<file path="src/hdl/utf8_decoder_top_assert.svh">
// assertion macros for the utf8 decoder modules
// expects clk and rst_n in the scope of each use
`ifndef UTF8_DECODER_TOP_ASSERT_SVH
`define UTF8_DECODER_TOP_ASSERT_SVH

// same-cycle implication, held off during reset
`define UTF8D_ASSERT_IMPL(lbl, ante, cons, msg) \
  lbl: assert property (@(posedge clk) disable iff (!rst_n) (ante) |-> (cons)) \
    else $error(msg);

// next-cycle implication, held off during reset
`define UTF8D_ASSERT_NEXT(lbl, ante, cons, msg) \
  lbl: assert property (@(posedge clk) disable iff (!rst_n) (ante) |=> (cons)) \
    else $error(msg);

`endif

</file>
<file path="src/hdl/utf8d_pkg.sv">
// shared types and constants for the utf8 decoder
// no dependencies
package utf8d_pkg;

  localparam int unsigned BYTE_W = 8;
  localparam int unsigned CP_W   = 21;
  localparam int unsigned ST_W   = 2;
  localparam int unsigned LEFT_W = 2;

  typedef enum logic [ST_W-1:0] {
    ST_OK       = 2'd0,
    ST_BAD_LEAD = 2'd1,
    ST_TRUNC    = 2'd2
  } utf8d_status_t;

  typedef struct packed {
    logic [CP_W-1:0] char_code;
    utf8d_status_t   status;
    logic            final_res;
  } utf8d_res_t;

  // result of one decode step toward the output buffer
  typedef struct packed {
    logic       valid;
    utf8d_res_t res;
  } utf8d_push_t;

endpackage

</file>
<file path="src/hdl/utf8d_step.sv">
// decode step: sequence state registers and the per-byte update
// depends on utf8d_pkg and utf8_decoder_top_assert.svh
`include "utf8_decoder_top_assert.svh"

module utf8d_step (
  input  logic                          clk,
  input  logic                          rst_n,
  input  logic                          accept,
  input  logic [utf8d_pkg::BYTE_W-1:0]  byte_in,
  input  logic                          end_of_stream,
  output utf8d_pkg::utf8d_push_t        push
);
  import utf8d_pkg::*;

  logic [LEFT_W-1:0] bytes_left_r, bytes_left_nxt;
  logic [CP_W-1:0]   acc_r, acc_nxt;
  logic [CP_W-1:0]   acc_shift;
  logic [LEFT_W-1:0] left_dec;
  logic              trunc_push;

  assign acc_shift  = {acc_r[CP_W-7:0], byte_in[5:0]};
  assign left_dec   = bytes_left_r - LEFT_W'(1);
  assign trunc_push = push.valid && (push.res.status == ST_TRUNC);

  always_comb begin
    bytes_left_nxt        = bytes_left_r;
    acc_nxt               = acc_r;
    push.valid            = 1'b0;
    push.res.char_code    = '0;
    push.res.status       = ST_OK;
    push.res.final_res    = end_of_stream;
    if (bytes_left_r == '0) begin
      if (!byte_in[7]) begin
        push.valid         = 1'b1;
        push.res.char_code = CP_W'(byte_in);
      end else if (byte_in[7:5] == 3'b110) begin
        acc_nxt        = CP_W'(byte_in[4:0]);
        bytes_left_nxt = LEFT_W'(1);
      end else if (byte_in[7:4] == 4'b1110) begin
        acc_nxt        = CP_W'(byte_in[3:0]);
        bytes_left_nxt = LEFT_W'(2);
      end else if (byte_in[7:3] == 5'b11110) begin
        acc_nxt        = CP_W'(byte_in[2:0]);
        bytes_left_nxt = LEFT_W'(3);
      end else begin
        push.valid      = 1'b1;
        push.res.status = ST_BAD_LEAD;
        acc_nxt         = '0;
        bytes_left_nxt  = '0;
      end
    end else begin
      acc_nxt        = acc_shift;
      bytes_left_nxt = left_dec;
      if (left_dec == '0) begin
        push.valid         = 1'b1;
        push.res.char_code = acc_shift;
        acc_nxt            = '0;
      end
    end
    // sequence still open on the last byte of the stream
    if (!push.valid && end_of_stream) begin
      push.valid         = 1'b1;
      push.res.status    = ST_TRUNC;
      push.res.char_code = '0;
      push.res.final_res = 1'b1;
      acc_nxt            = '0;
      bytes_left_nxt     = '0;
    end
    if (!accept) begin
      push.valid     = 1'b0;
      bytes_left_nxt = bytes_left_r;
      acc_nxt        = acc_r;
    end
  end

  always_ff @(posedge clk) begin
    if (!rst_n) begin
      bytes_left_r <= '0;
      acc_r        <= '0;
    end else begin
      bytes_left_r <= bytes_left_nxt;
      acc_r        <= acc_nxt;
    end
  end

  `UTF8D_ASSERT_NEXT(a_eos_clears, accept && end_of_stream, bytes_left_r == '0, "open at eos")
  `UTF8D_ASSERT_IMPL(a_open_no_push, accept && push.valid, bytes_left_nxt == '0, "open at result")
  `UTF8D_ASSERT_IMPL(a_trunc_fin, trunc_push, push.res.final_res, "trunc not last")

endmodule

</file>
<file path="src/hdl/utf8d_outbuf.sv">
// two-stage result buffer: main output register plus skid register
// depends on utf8d_pkg and utf8_decoder_top_assert.svh
`include "utf8_decoder_top_assert.svh"

module utf8d_outbuf (
  input  logic                    clk,
  input  logic                    rst_n,
  input  utf8d_pkg::utf8d_push_t  push,
  output logic                    full,
  output logic                    out_valid,
  input  logic                    out_stall,
  output utf8d_pkg::utf8d_res_t   out_res
);
  import utf8d_pkg::*;

  logic       m_valid_r, m_valid_nxt;
  logic       s_valid_r, s_valid_nxt;
  utf8d_res_t m_res_r, m_res_nxt;
  utf8d_res_t s_res_r, s_res_nxt;
  logic       pop;
  logic       err_out;

  assign pop       = m_valid_r && !out_stall;
  assign full      = s_valid_r;
  assign out_valid = m_valid_r;
  assign out_res   = m_res_r;
  assign err_out   = m_valid_r && (m_res_r.status != ST_OK);

  // a push never arrives while the skid holds a transfer
  always_comb begin
    m_valid_nxt = m_valid_r;
    s_valid_nxt = s_valid_r;
    m_res_nxt   = m_res_r;
    s_res_nxt   = s_res_r;
    if (pop) begin
      if (s_valid_r) begin
        m_res_nxt   = s_res_r;
        s_valid_nxt = 1'b0;
      end else begin
        m_valid_nxt = push.valid;
        m_res_nxt   = push.res;
      end
    end else if (push.valid) begin
      if (!m_valid_r) begin
        m_valid_nxt = 1'b1;
        m_res_nxt   = push.res;
      end else begin
        s_valid_nxt = 1'b1;
        s_res_nxt   = push.res;
      end
    end
  end

  always_ff @(posedge clk) begin
    if (!rst_n) begin
      m_valid_r <= 1'b0;
      s_valid_r <= 1'b0;
    end else begin
      m_valid_r <= m_valid_nxt;
      s_valid_r <= s_valid_nxt;
    end
  end

  always_ff @(posedge clk) begin
    m_res_r <= m_res_nxt;
    s_res_r <= s_res_nxt;
  end

  `UTF8D_ASSERT_IMPL(a_skid_needs_main, s_valid_r, m_valid_r, "skid valid without main")
  `UTF8D_ASSERT_IMPL(a_no_push_when_full, s_valid_r, !push.valid, "push while buffer full")
  `UTF8D_ASSERT_NEXT(a_skid_drains, pop && s_valid_r, m_valid_r && !s_valid_r, "skid not moved")
  `UTF8D_ASSERT_IMPL(a_err_zero_cp, err_out, m_res_r.char_code == '0, "error value nonzero")

endmodule

</file>
<file path="src/hdl/utf8_decoder_top.sv">
// utf8 decoder top level: decode step feeding a two-stage result buffer
// depends on utf8d_pkg, utf8d_step, utf8d_outbuf
//
//   channel  handshake             payload
//   in       in_valid / in_stall   in_byte_in[7:0], in_end_of_stream
//   out      out_valid / out_stall out_char_code[20:0], out_status[1:0], out_final_res
//
// one byte per cycle unless in_stall; a result is registered in the buffer before it shows
// the decode step is a mask, a 6-bit shift and a 2-bit count between state and buffer regs
// in_stall rises once a second result lands while the first is stalled, drops after it drains
// bytes that close no result pass through even while one result waits, until the skid fills
// synchronous active-low reset clears the sequence state and the buffer
module utf8_decoder_top (
  input  logic                          clk,
  input  logic                          rst_n,
  input  logic                          in_valid,
  output logic                          in_stall,
  input  logic [utf8d_pkg::BYTE_W-1:0]  in_byte_in,
  input  logic                          in_end_of_stream,
  output logic                          out_valid,
  input  logic                          out_stall,
  output logic [utf8d_pkg::CP_W-1:0]    out_char_code,
  output logic [utf8d_pkg::ST_W-1:0]    out_status,
  output logic                          out_final_res
);
  import utf8d_pkg::*;

  utf8d_push_t push;
  utf8d_res_t  res;
  logic        full;
  logic        accept;

  assign in_stall = full;
  assign accept   = in_valid && !in_stall;

  utf8d_step u_step (
    .clk           (clk),
    .rst_n         (rst_n),
    .accept        (accept),
    .byte_in       (in_byte_in),
    .end_of_stream (in_end_of_stream),
    .push          (push)
  );

  utf8d_outbuf u_outbuf (
    .clk       (clk),
    .rst_n     (rst_n),
    .push      (push),
    .full      (full),
    .out_valid (out_valid),
    .out_stall (out_stall),
    .out_res   (res)
  );

  assign out_char_code = res.char_code;
  assign out_status    = ST_W'(res.status);
  assign out_final_res = res.final_res;

endmodule

</file>
<file path="config.mk">
export PLATFORM = sky130hd
export DESIGN_NAME = utf8_decoder_top
export DESIGN_NICKNAME = d
export VERILOG_FILES = /design/src/hdl/utf8d_pkg.sv /design/src/hdl/utf8d_step.sv /design/src/hdl/utf8d_outbuf.sv /design/src/hdl/utf8_decoder_top.sv
export VERILOG_INCLUDE_DIRS = /design/src /design/src/hdl
export SDC_FILE = /design/constraint.sdc
export NUM_CORES = 1
export LEC_CHECK = 0
export BUFFER_PORTS_ARGS = -buffer_cell sky130_fd_sc_hd__buf_2
export CELL_PAD_IN_SITES_DETAIL_PLACEMENT = 0
export CELL_PAD_IN_SITES_GLOBAL_PLACEMENT = 1
export CORE_MARGIN = 4
export CORE_UTILIZATION = 50
export DETAILED_ROUTE_END_ITERATION = 8
export GPL_TIMING_DRIVEN = 0
export PLACE_DENSITY_LB_ADDON = 0.15
export SETUP_SLACK_MARGIN = 0.2
export SYNTH_ARGS = -nofsm -noshare
export SYNTH_HDL_FRONTEND = slang
export SYNTH_HIERARCHICAL = 1
export SYNTH_SLANG_ARGS = --single-unit
</file>
<file path="constraint.sdc">
create_clock -name clk -period 6.9 [get_ports clk]
set_input_delay 0.345 -clock clk [delete_from_list [all_inputs] [get_ports clk]]
set_output_delay 0.345 -clock clk [all_outputs]
set_load 0.02 [all_outputs]
</file>
### After elaboration in Yosys (flattened, before gate mapping)

Cells that the tools add are included.

* bits in registers: 67
* bits of input ports: 13
* output and inout port bits: 26
* word-level logic and storage cells: 68

* add/sub/neg operators: 1
* eq/ne operators: 6
* muxes and demuxes: 34
* bitwise gates (word level): 2
* reduce and logical (&&, ||, !) cells: 15

Operator list (number)
* $mux W24: 4
* $mux W15: 4
* $mux W22: 2
* $mux W25: 1
* $mux W2: 10
* $mux W1: 9
* $reduce_and A2 Y1: 4
* $mux W7: 1
* $eq A5 B5 Y1 const B: 1
* $mux W5: 1
* $eq A4 B4 Y1 const B: 1
* $logic_not A2 Y1: 2
* $mux W4: 1
* $ne A2 B2 Y1 const B: 2
* $eq A3 B3 Y1 const B: 1
* $logic_and A1 B1 Y1: 3
* $logic_not A1 Y1: 3
* $mux W3: 1
* $ne A3 B3 Y1 const B: 1
* $reduce_and A3 Y1: 1
* $not A1 Y1: 2
* $reduce_bool A2 Y1: 1
* $reduce_or A2 Y1: 1
* $sub A2 B1 Y2 const B: 1

### Logic depth before layout (Yosys ltp)

Gate-level depths: netlist of run 1.

* depth after elaboration: 12
* mapped depth: 6
* mapped depth without buffers: 5

### Hierarchy

The synthesis of run 1 kept the hierarchy.

Modules (own cells, without submodules)
* utf8d_outbuf: times used 1, cells each 85, area an instance 1918.1 um2, sequential area each 1481.4 um2
* utf8d_step: times used 1, cells each 128, area an instance 1043.5 um2, sequential area each 340.3 um2
* utf8_decoder_top: times used 1, cells each 1, area an instance 13.8 um2, sequential area each 0.0 um2

### Worst setup path after synthesis of run 1

Ideal clock, no wire load.

* path type: flip-flop to flip-flop
* start point: register u_step.bytes_left_r[1]
* end point: register u_outbuf.m_res_r, in the netlist u_outbuf/out_res[0] (enable)
* setup time: 0.413 ns
* data arrival time: 2.287 ns
* data required time: 6.487 ns
* setup slack: 4.200 ns
* stages on the path, launching flop included: 7
* path buffers: 1
* clock period less this slack: 2.700 ns
* cells stage by stage: dfxtp_1 > buf_6 > and2b_4 > a21oi_1 > and2_1 > nor2_1 > a21oi_1

RTL lines
* start: declaration: line utf8d_step.sv:15 `logic [LEFT_W-1:0] bytes_left_r, bytes_left_nxt;`
* start signal: assignment: line utf8d_step.sv:81 `bytes_left_r <= bytes_left_nxt;`
* end signal: assignment: line utf8d_outbuf.sv:65 `m_res_r <= m_res_nxt;`
* end: declaration: line utf8d_outbuf.sv:18 `utf8d_res_t m_res_r, m_res_nxt;`

==> results.md, run 1 <==
- Reg2reg end: u_outbuf/s_res_r[16]
- Status: finished clean
- Cell count after synthesis: 214
- Total grt overflow: 0
- Die height: ~85 um
- Leakage: 1.37 nW
- PwrDens: 242 nW/um^2
- Final setup viols: 0
- Layout Nets: between 200 and 300
- Top FF cell, synth: edfxtp_1
- Clock skew: between 9 and 10 ps
- Reg-to-reg slack, setup: 4250 ps
- Routed WL per cell: between 15 and 20 um
- Netlist cell types: 37
- Pre-antenna DRT Iters: 4
- Detailed Place HPWL: roughly 3600 um
- Asr flop ratio synth: 0
- GRT Util Overall: 0.154
- Tcrit/Tclk final: 0.383
- #FFs+latches synth: 67
- Minimum clock period after layout: 2650 ps
- Synth area leaders: edfxtp_1 48%, dfxtp_1 13%, mux2_4 10%, and2_1 4.4%, nand3_1 2.9%
- Placed inst area: between 3000 and 4000 um^2
- Layout cell share with drive strength beyond 1: 0.347
- Hold Slack: roughly 280 ps
- IO Pins: 39
- Std-Cell Rows: 27
- First-pass GRT wire length: 8580 um
- RSZ-0062 raised after global routing: false
- Vias in the first global route: 1,741
- Placeable core area: ~5600 um^2
- Setup Fix Bufs, Post-CTS: 0
- Clock tree buffer depth: 2
- Area grow syn2layout: 15.4%
- Worst path required time: roughly 6800 ps
- Post-placement cell count: about 320
- Die area: around 7200 um^2
- Max-slew violations: 0
- Max transition margin: 0.198
- Max Cap Violations: 0
- CTS tree: built
- Most common cell in the synthesized netlist: edfxtp_1
- Slew at the pin closest to its max-slew limit: between 1000 and 1500 ps
- Hold_buf cts: 0
- Routed WL: 5290 um
- CTS clk-pin slew, worst paths: around 70 ps
- Cell area after layout: 3430 um^2
- Port Buffers: 37
- Final Hold Viols: 0
- Number of buffers created by CTS: 9
- Reg-to-Reg Start: u_step/bytes_left_r[1]
- Setup TNS: 0 ps
- Worst R2R Path Depth: 5
- EDFF count, synth: 48
- CP Data Arrival Time: around 2600 ps
- Worst Hold Path EP: u_step/acc_r[1]
- Number of antenna repair diodes: 0
- Initial core utilization: 0.527
- Post-CTS sizing: 0
- Total vias in the final route: ~1,800
- DR DRC count: 0
- Vias per cell: 5.32
- Post-route insts no fill: 340
- Antenna violations before repair: 0
- Synth top cells by count: 48 x edfxtp_1, 21 x and2_1, 20 x mux2_4
- CP Max Fanout: 24
- DRT iter0 DRCs: 84
- Area leader, netlist: edfxtp_1
- Worst VDD drop: approximately 0.00011 V
- Cell Area, Synth: 2980 um^2
- Util after Layout: 0.609
- H-tree lvl count: 3
- GPL Wtd Cong: around 0.79
- Hold Crit Class: in -> reg
- Post-synth top area share: 0.484
- Syn_nets: ~230
- Clk_lat worst skew: ~330 ps
- Setup Crit Path Kind: reg -> reg
- Detail Route Antenna Nets: 0
- Synthesis warning total: 6
- Root Driver: clkbuf_8
- Die Wd: approximately 85 um
- Largest net degree at the start of global routing: 25
- FMAX: ~0.38 GHz
- Kind of end point of the critical path: flip-flop
- Setup crit start kind: flip-flop
- Syn avg cell area: between 10 and 15 um^2
- Critical path origin: u_step/bytes_left_r[1]
- TritonCTS Sinks: 67
- Sequential fraction of the synthesis area: 0.612
- Worst Hold Depth: 3
- HP Start: in_byte_in[1]
sequential cells by signal, indices dropped and copies added (netlist names):
name / flops
u_outbuf/full: 1
u_step/bytes_left_r: 2
u_outbuf/s_res_r: 24
u_outbuf/out_res: 24
u_step/acc_r: 15
u_outbuf/out_valid: 1
logic make-up after synthesis:
group           Yosys count  share of synthesized area
compound gates           34                     0.0879
simple gates             75                      0.148
flops                    67                      0.612
buf+inv                  14                     0.0362
mux                      24                      0.116
report_power, final:
group	internal (mW)	total, mW	switching, mW
Clock	0.140	0.281	0.140
Sequential	0.453	0.460	0.00645
Combinational	0.0333	0.0901	0.0568
Total	0.627	0.831	0.204
metal layers:
| layer | share of wire | GRT usage | vias up |
|---|---|---|---|
| li1 | - | - | 884 |
| met5 | 0 | 0 | - |
| met1 | 0.48 | 0.207 | 867 |
| met3 | 0.046 | 0.0320 | 9 |
| met2 | 0.45 | 0.231 | 48 |
| met4 | 0.019 | 0.0863 | 0 |
final cells by class:
| cell class | count | area (um^2) |
|---|---|---|
| buffer | 12 | 100 |
| clock buffer | 14 | 153 |
| clock inverter | 2 | 12.5 |
| fill | 454 | 2210 |
| inverter | 2 | 7.51 |
| multi-input combinational | 133 | 1050 |
| sequential | 67 | 1820 |
| tap | 72 | 90.1 |
| timing repair buffer | 38 | 200 |
critical path: stages, from the launching register on:
cell	delay, ps
dfxtp_1	360
buf_6	170
and2b_4	180
a21oi_1	310
and2_1	250
and3_1	980
metrics by stage:
stage | total power [mW] | setup WS [ps]
final | 0.831 | 4250
after global routing | 0.868 | 4120
after CTS | 0.839 | 4300
after detailed placement | 0.560 | 4240
after global placement | 0.556 | 3230
after floorplan | 0.527 | 4200
cells in the final DEF, fill, tap and decap left out, drive strengths merged, types with 4 or more instances in the layout:
cell type,n
a21boi,12
nor2b,4
a21oi,5
nand2,19
buf,47
mux2,24
nand3,17
o21ai,7
edfxtp,48
clkbuf,17
nor2,4
dfxtp,19
and2,22
worst max path at each step:
stage	endpoint	slack [ps]
global placement	u_outbuf/out_res[11]	3230
CTS	u_outbuf/s_res_r[16]	4300
detailed placement	u_outbuf/s_res_r[12]	4240
finish	u_outbuf/s_res_r[16]	4250
floorplan	u_outbuf/out_res[0]	4200
global route	u_outbuf/s_res_r[9]	4120
(Power assumes the default switching activity.)
==> run 2: changes to the inputs <==
Settings changed: CORE_UTILIZATION 50 to 47.
Clock period 6.9 ns to 2.6 ns, I/O delays scaled along.
==> run 2 against run 1 <==
Compared with the run above:
- worst setup slack worse by 3900 ps
- sequential power grew to 2.7 times the previous value
- routed wire length is 1.2% higher
- utilization is 3.4 points lower
- power grew to 2.7 times the previous value
==> results.md, run 2 (synthesis results as in run 1) <==
- TritonCTS Sinks: 67 (unchanged)
- WL met1: 2580 um (was 2560 um)
- Hold Crit Class: in -> reg (unchanged)
- Max transition margin: 0.625 (was 0.198)
- Routed WL per cell: 15.6 um (about the same)
- RSZ-0062 raised after global routing: false (unchanged)
- Final worst setup slack: 329 ps (was 4250 ps)
- Vias per cell: 5.24 (was 5.32)
- Uppermost layer routed: met4 (unchanged)
- CTS tree: built (unchanged)
- GRT Util Overall: 0.153 (was 0.154)
- DR DRC count: 0 (unchanged)
- Antenna violations before repair: 0 (unchanged)
- Detail Route Antenna Nets: 0 (unchanged)
- Total vias in the final route: 1,798 (was 1,808)
- Commonest non-fill, non-tap cell in the layout: edfxtp_1 (unchanged)
- Max Cap Violations: 0 (unchanged)
- Setup crit start kind: flip-flop (unchanged)
- Largest net degree at the start of global routing: 25 (unchanged)
- FMAX: 0.440 GHz (was 0.378 GHz)
- Cell area after layout: 3460 um^2 (was 3430 um^2)
- CP Data Arrival Time: 2250 ps (was 2590 ps)
- Final Hold Viols: 0 (unchanged)
- Root Driver: clkbuf_8 (unchanged)
- Worst VDD drop: 0.000326 V (was 0.000113 V)
- CP Max Fanout: 12 (was 24)
- Clock tree buffer depth: 2 (unchanged)
- FF+latch area: 1820 um^2 (unchanged)
- Vias in the first global route: 1,716 (was 1,741)
- Total grt overflow: 0 (unchanged)
- Setup Crit Path Kind: reg -> reg (unchanged)
- First-pass GRT wire length: 8740 um (was 8580 um)
- Initial core utilization: 0.494 (was 0.527)
- Placeable core area: 6030 um^2 (was 5640 um^2)
- Hold_buf cts: 0 (unchanged)
- Placed inst area: 3260 um^2 (was 3270 um^2)
- Util after Layout: 0.575 (was 0.609)
- Area grow syn2layout: 16.4% (was 15.4%)
- Pre-CTS worst setup slack: -187 ps (was 4240 ps)
- H-tree lvl count: 3 (unchanged)
- Port Buffers: 37 (unchanged)
- Status: finished clean (unchanged)
- Number of antenna repair diodes: 0 (unchanged)
- GPL Wtd Cong: 0.764 (was 0.790)
- Layout Nets: 276 (unchanged)
- Commonest cells after routing, fill and taps aside: 48 x edfxtp_1, 39 x buf_2, 21 x and2_1 (unchanged)
- PwrDens: 649 nW/um^2 (was 242 nW/um^2)
- Max-slew violations: 0 (unchanged)
- DRT iter0 DRCs: 107 (was 84)
- Detailed Place HPWL: 3460 um (was 3630 um)
- CTS clk-pin slew, worst paths: 70 ps (about the same)
- Clk_lat worst skew: 340 ps (was 330 ps)
- Leakage: 1.37 nW (about the same)
- Kind of end point of the critical path: flip-flop (unchanged)
- Final setup viols: 0 (unchanged)
- Die Wd: 87.6 um (was 85.1 um)
- IO Pins: 39 (unchanged)
- Layout cell share with drive strength beyond 1: 0.362 (was 0.347)
- Number of buffers created by CTS: 9 (unchanged)
- Clock skew: 8.00 ps (was 9.63 ps)
- Minimum clock period after layout: 2270 ps (was 2650 ps)
- FILL cells: 533 (was 454)
- Pre-antenna DRT Iters: 4 (unchanged)
- Multi-input logic area: 1070 um^2 (was 1050 um^2)
- Slew at the pin closest to its max-slew limit: 563 ps (was 1200 ps)
- Setup TNS: 0 ps (unchanged)
- Worst path required time: 2580 ps (was 6840 ps)
- Tcrit/Tclk final: 0.873 (was 0.383)
- Die area: 7670 um^2 (was 7250 um^2)
- Std-Cell Rows: 28 (was 27)
- Die height: 87.6 um (was 85.1 um)
- WL met3: 234 um (was 242 um)
- WL met2: 2420 um (was 2380 um)
- Routed WL: 5350 um (was 5290 um)
-- run 2: area by class of cell --
cell class / instances / share of cell area
Buffer: 12 / 0.0289
Inverter: 2 / 0.00217
Clock inverter: 4 / 0.00723
Timing Repair Buffer: 37 / 0.0535
Sequential cell: 67 / 0.526
Multi-Input combinational cell: 134 / 0.310
Clock buffer: 12 / 0.0448
Tap cell: 75 / 0.0271
-- run 2: per-stage QoR --
step	total power [mW]	cells	hold slack, ps
global route	2.33	343	57.9
global placement	1.48	326	402
CTS	2.27	343	39.7
floorplan	1.40	214	247
finish	2.25	343	56.2
detailed placement	1.48	326	414
-- run 2: report_power, final --
| group | switching [mW] | leakage (nW) | internal, mW |
|---|---|---|---|
| Clock | 0.387 | 0.0884 | 0.395 |
| Sequential | 0.0182 | 0.602 | 1.20 |
| Combinational | 0.157 | 0.682 | 0.0863 |
| Total | 0.563 | 1.37 | 1.68 |
-- run 2: critical path, cell delays in order (launching register included) --
cell     delay (ps)
dfxtp_1         360
buf_6           160
and2b_4         180
a21oi_1         310
and2_1          250
nor2_1          140
a21oi_4         490
-- run 2: path summary, 6_finish.rpt --
kind                          startpoint             endpoint  slack [ps]  depth (start not counted)
setup / recovery  u_step/bytes_left_r[1]  u_outbuf/out_res[1]         330                          6
hold / removal             in_byte_in[2]      u_step/acc_r[2]          60                          3
setup reg to reg  u_step/bytes_left_r[1]  u_outbuf/out_res[1]         330                          6
hold reg to reg         u_step/acc_r[10]     u_step/acc_r[10]         450                          2
-- run 2: per-layer routing --
metal  global-route usage  vias to the layer above
li1                     -                      887
met3               0.0348                       12
met5                    0                        -
met4               0.0837                        0
met2                0.223                       44
met1                0.211                      855
-- run 2: timing repair --
action,CTS,global route
setup buffers,0,0
setup endpoints to repair,48,0
gates resized for setup,3,0
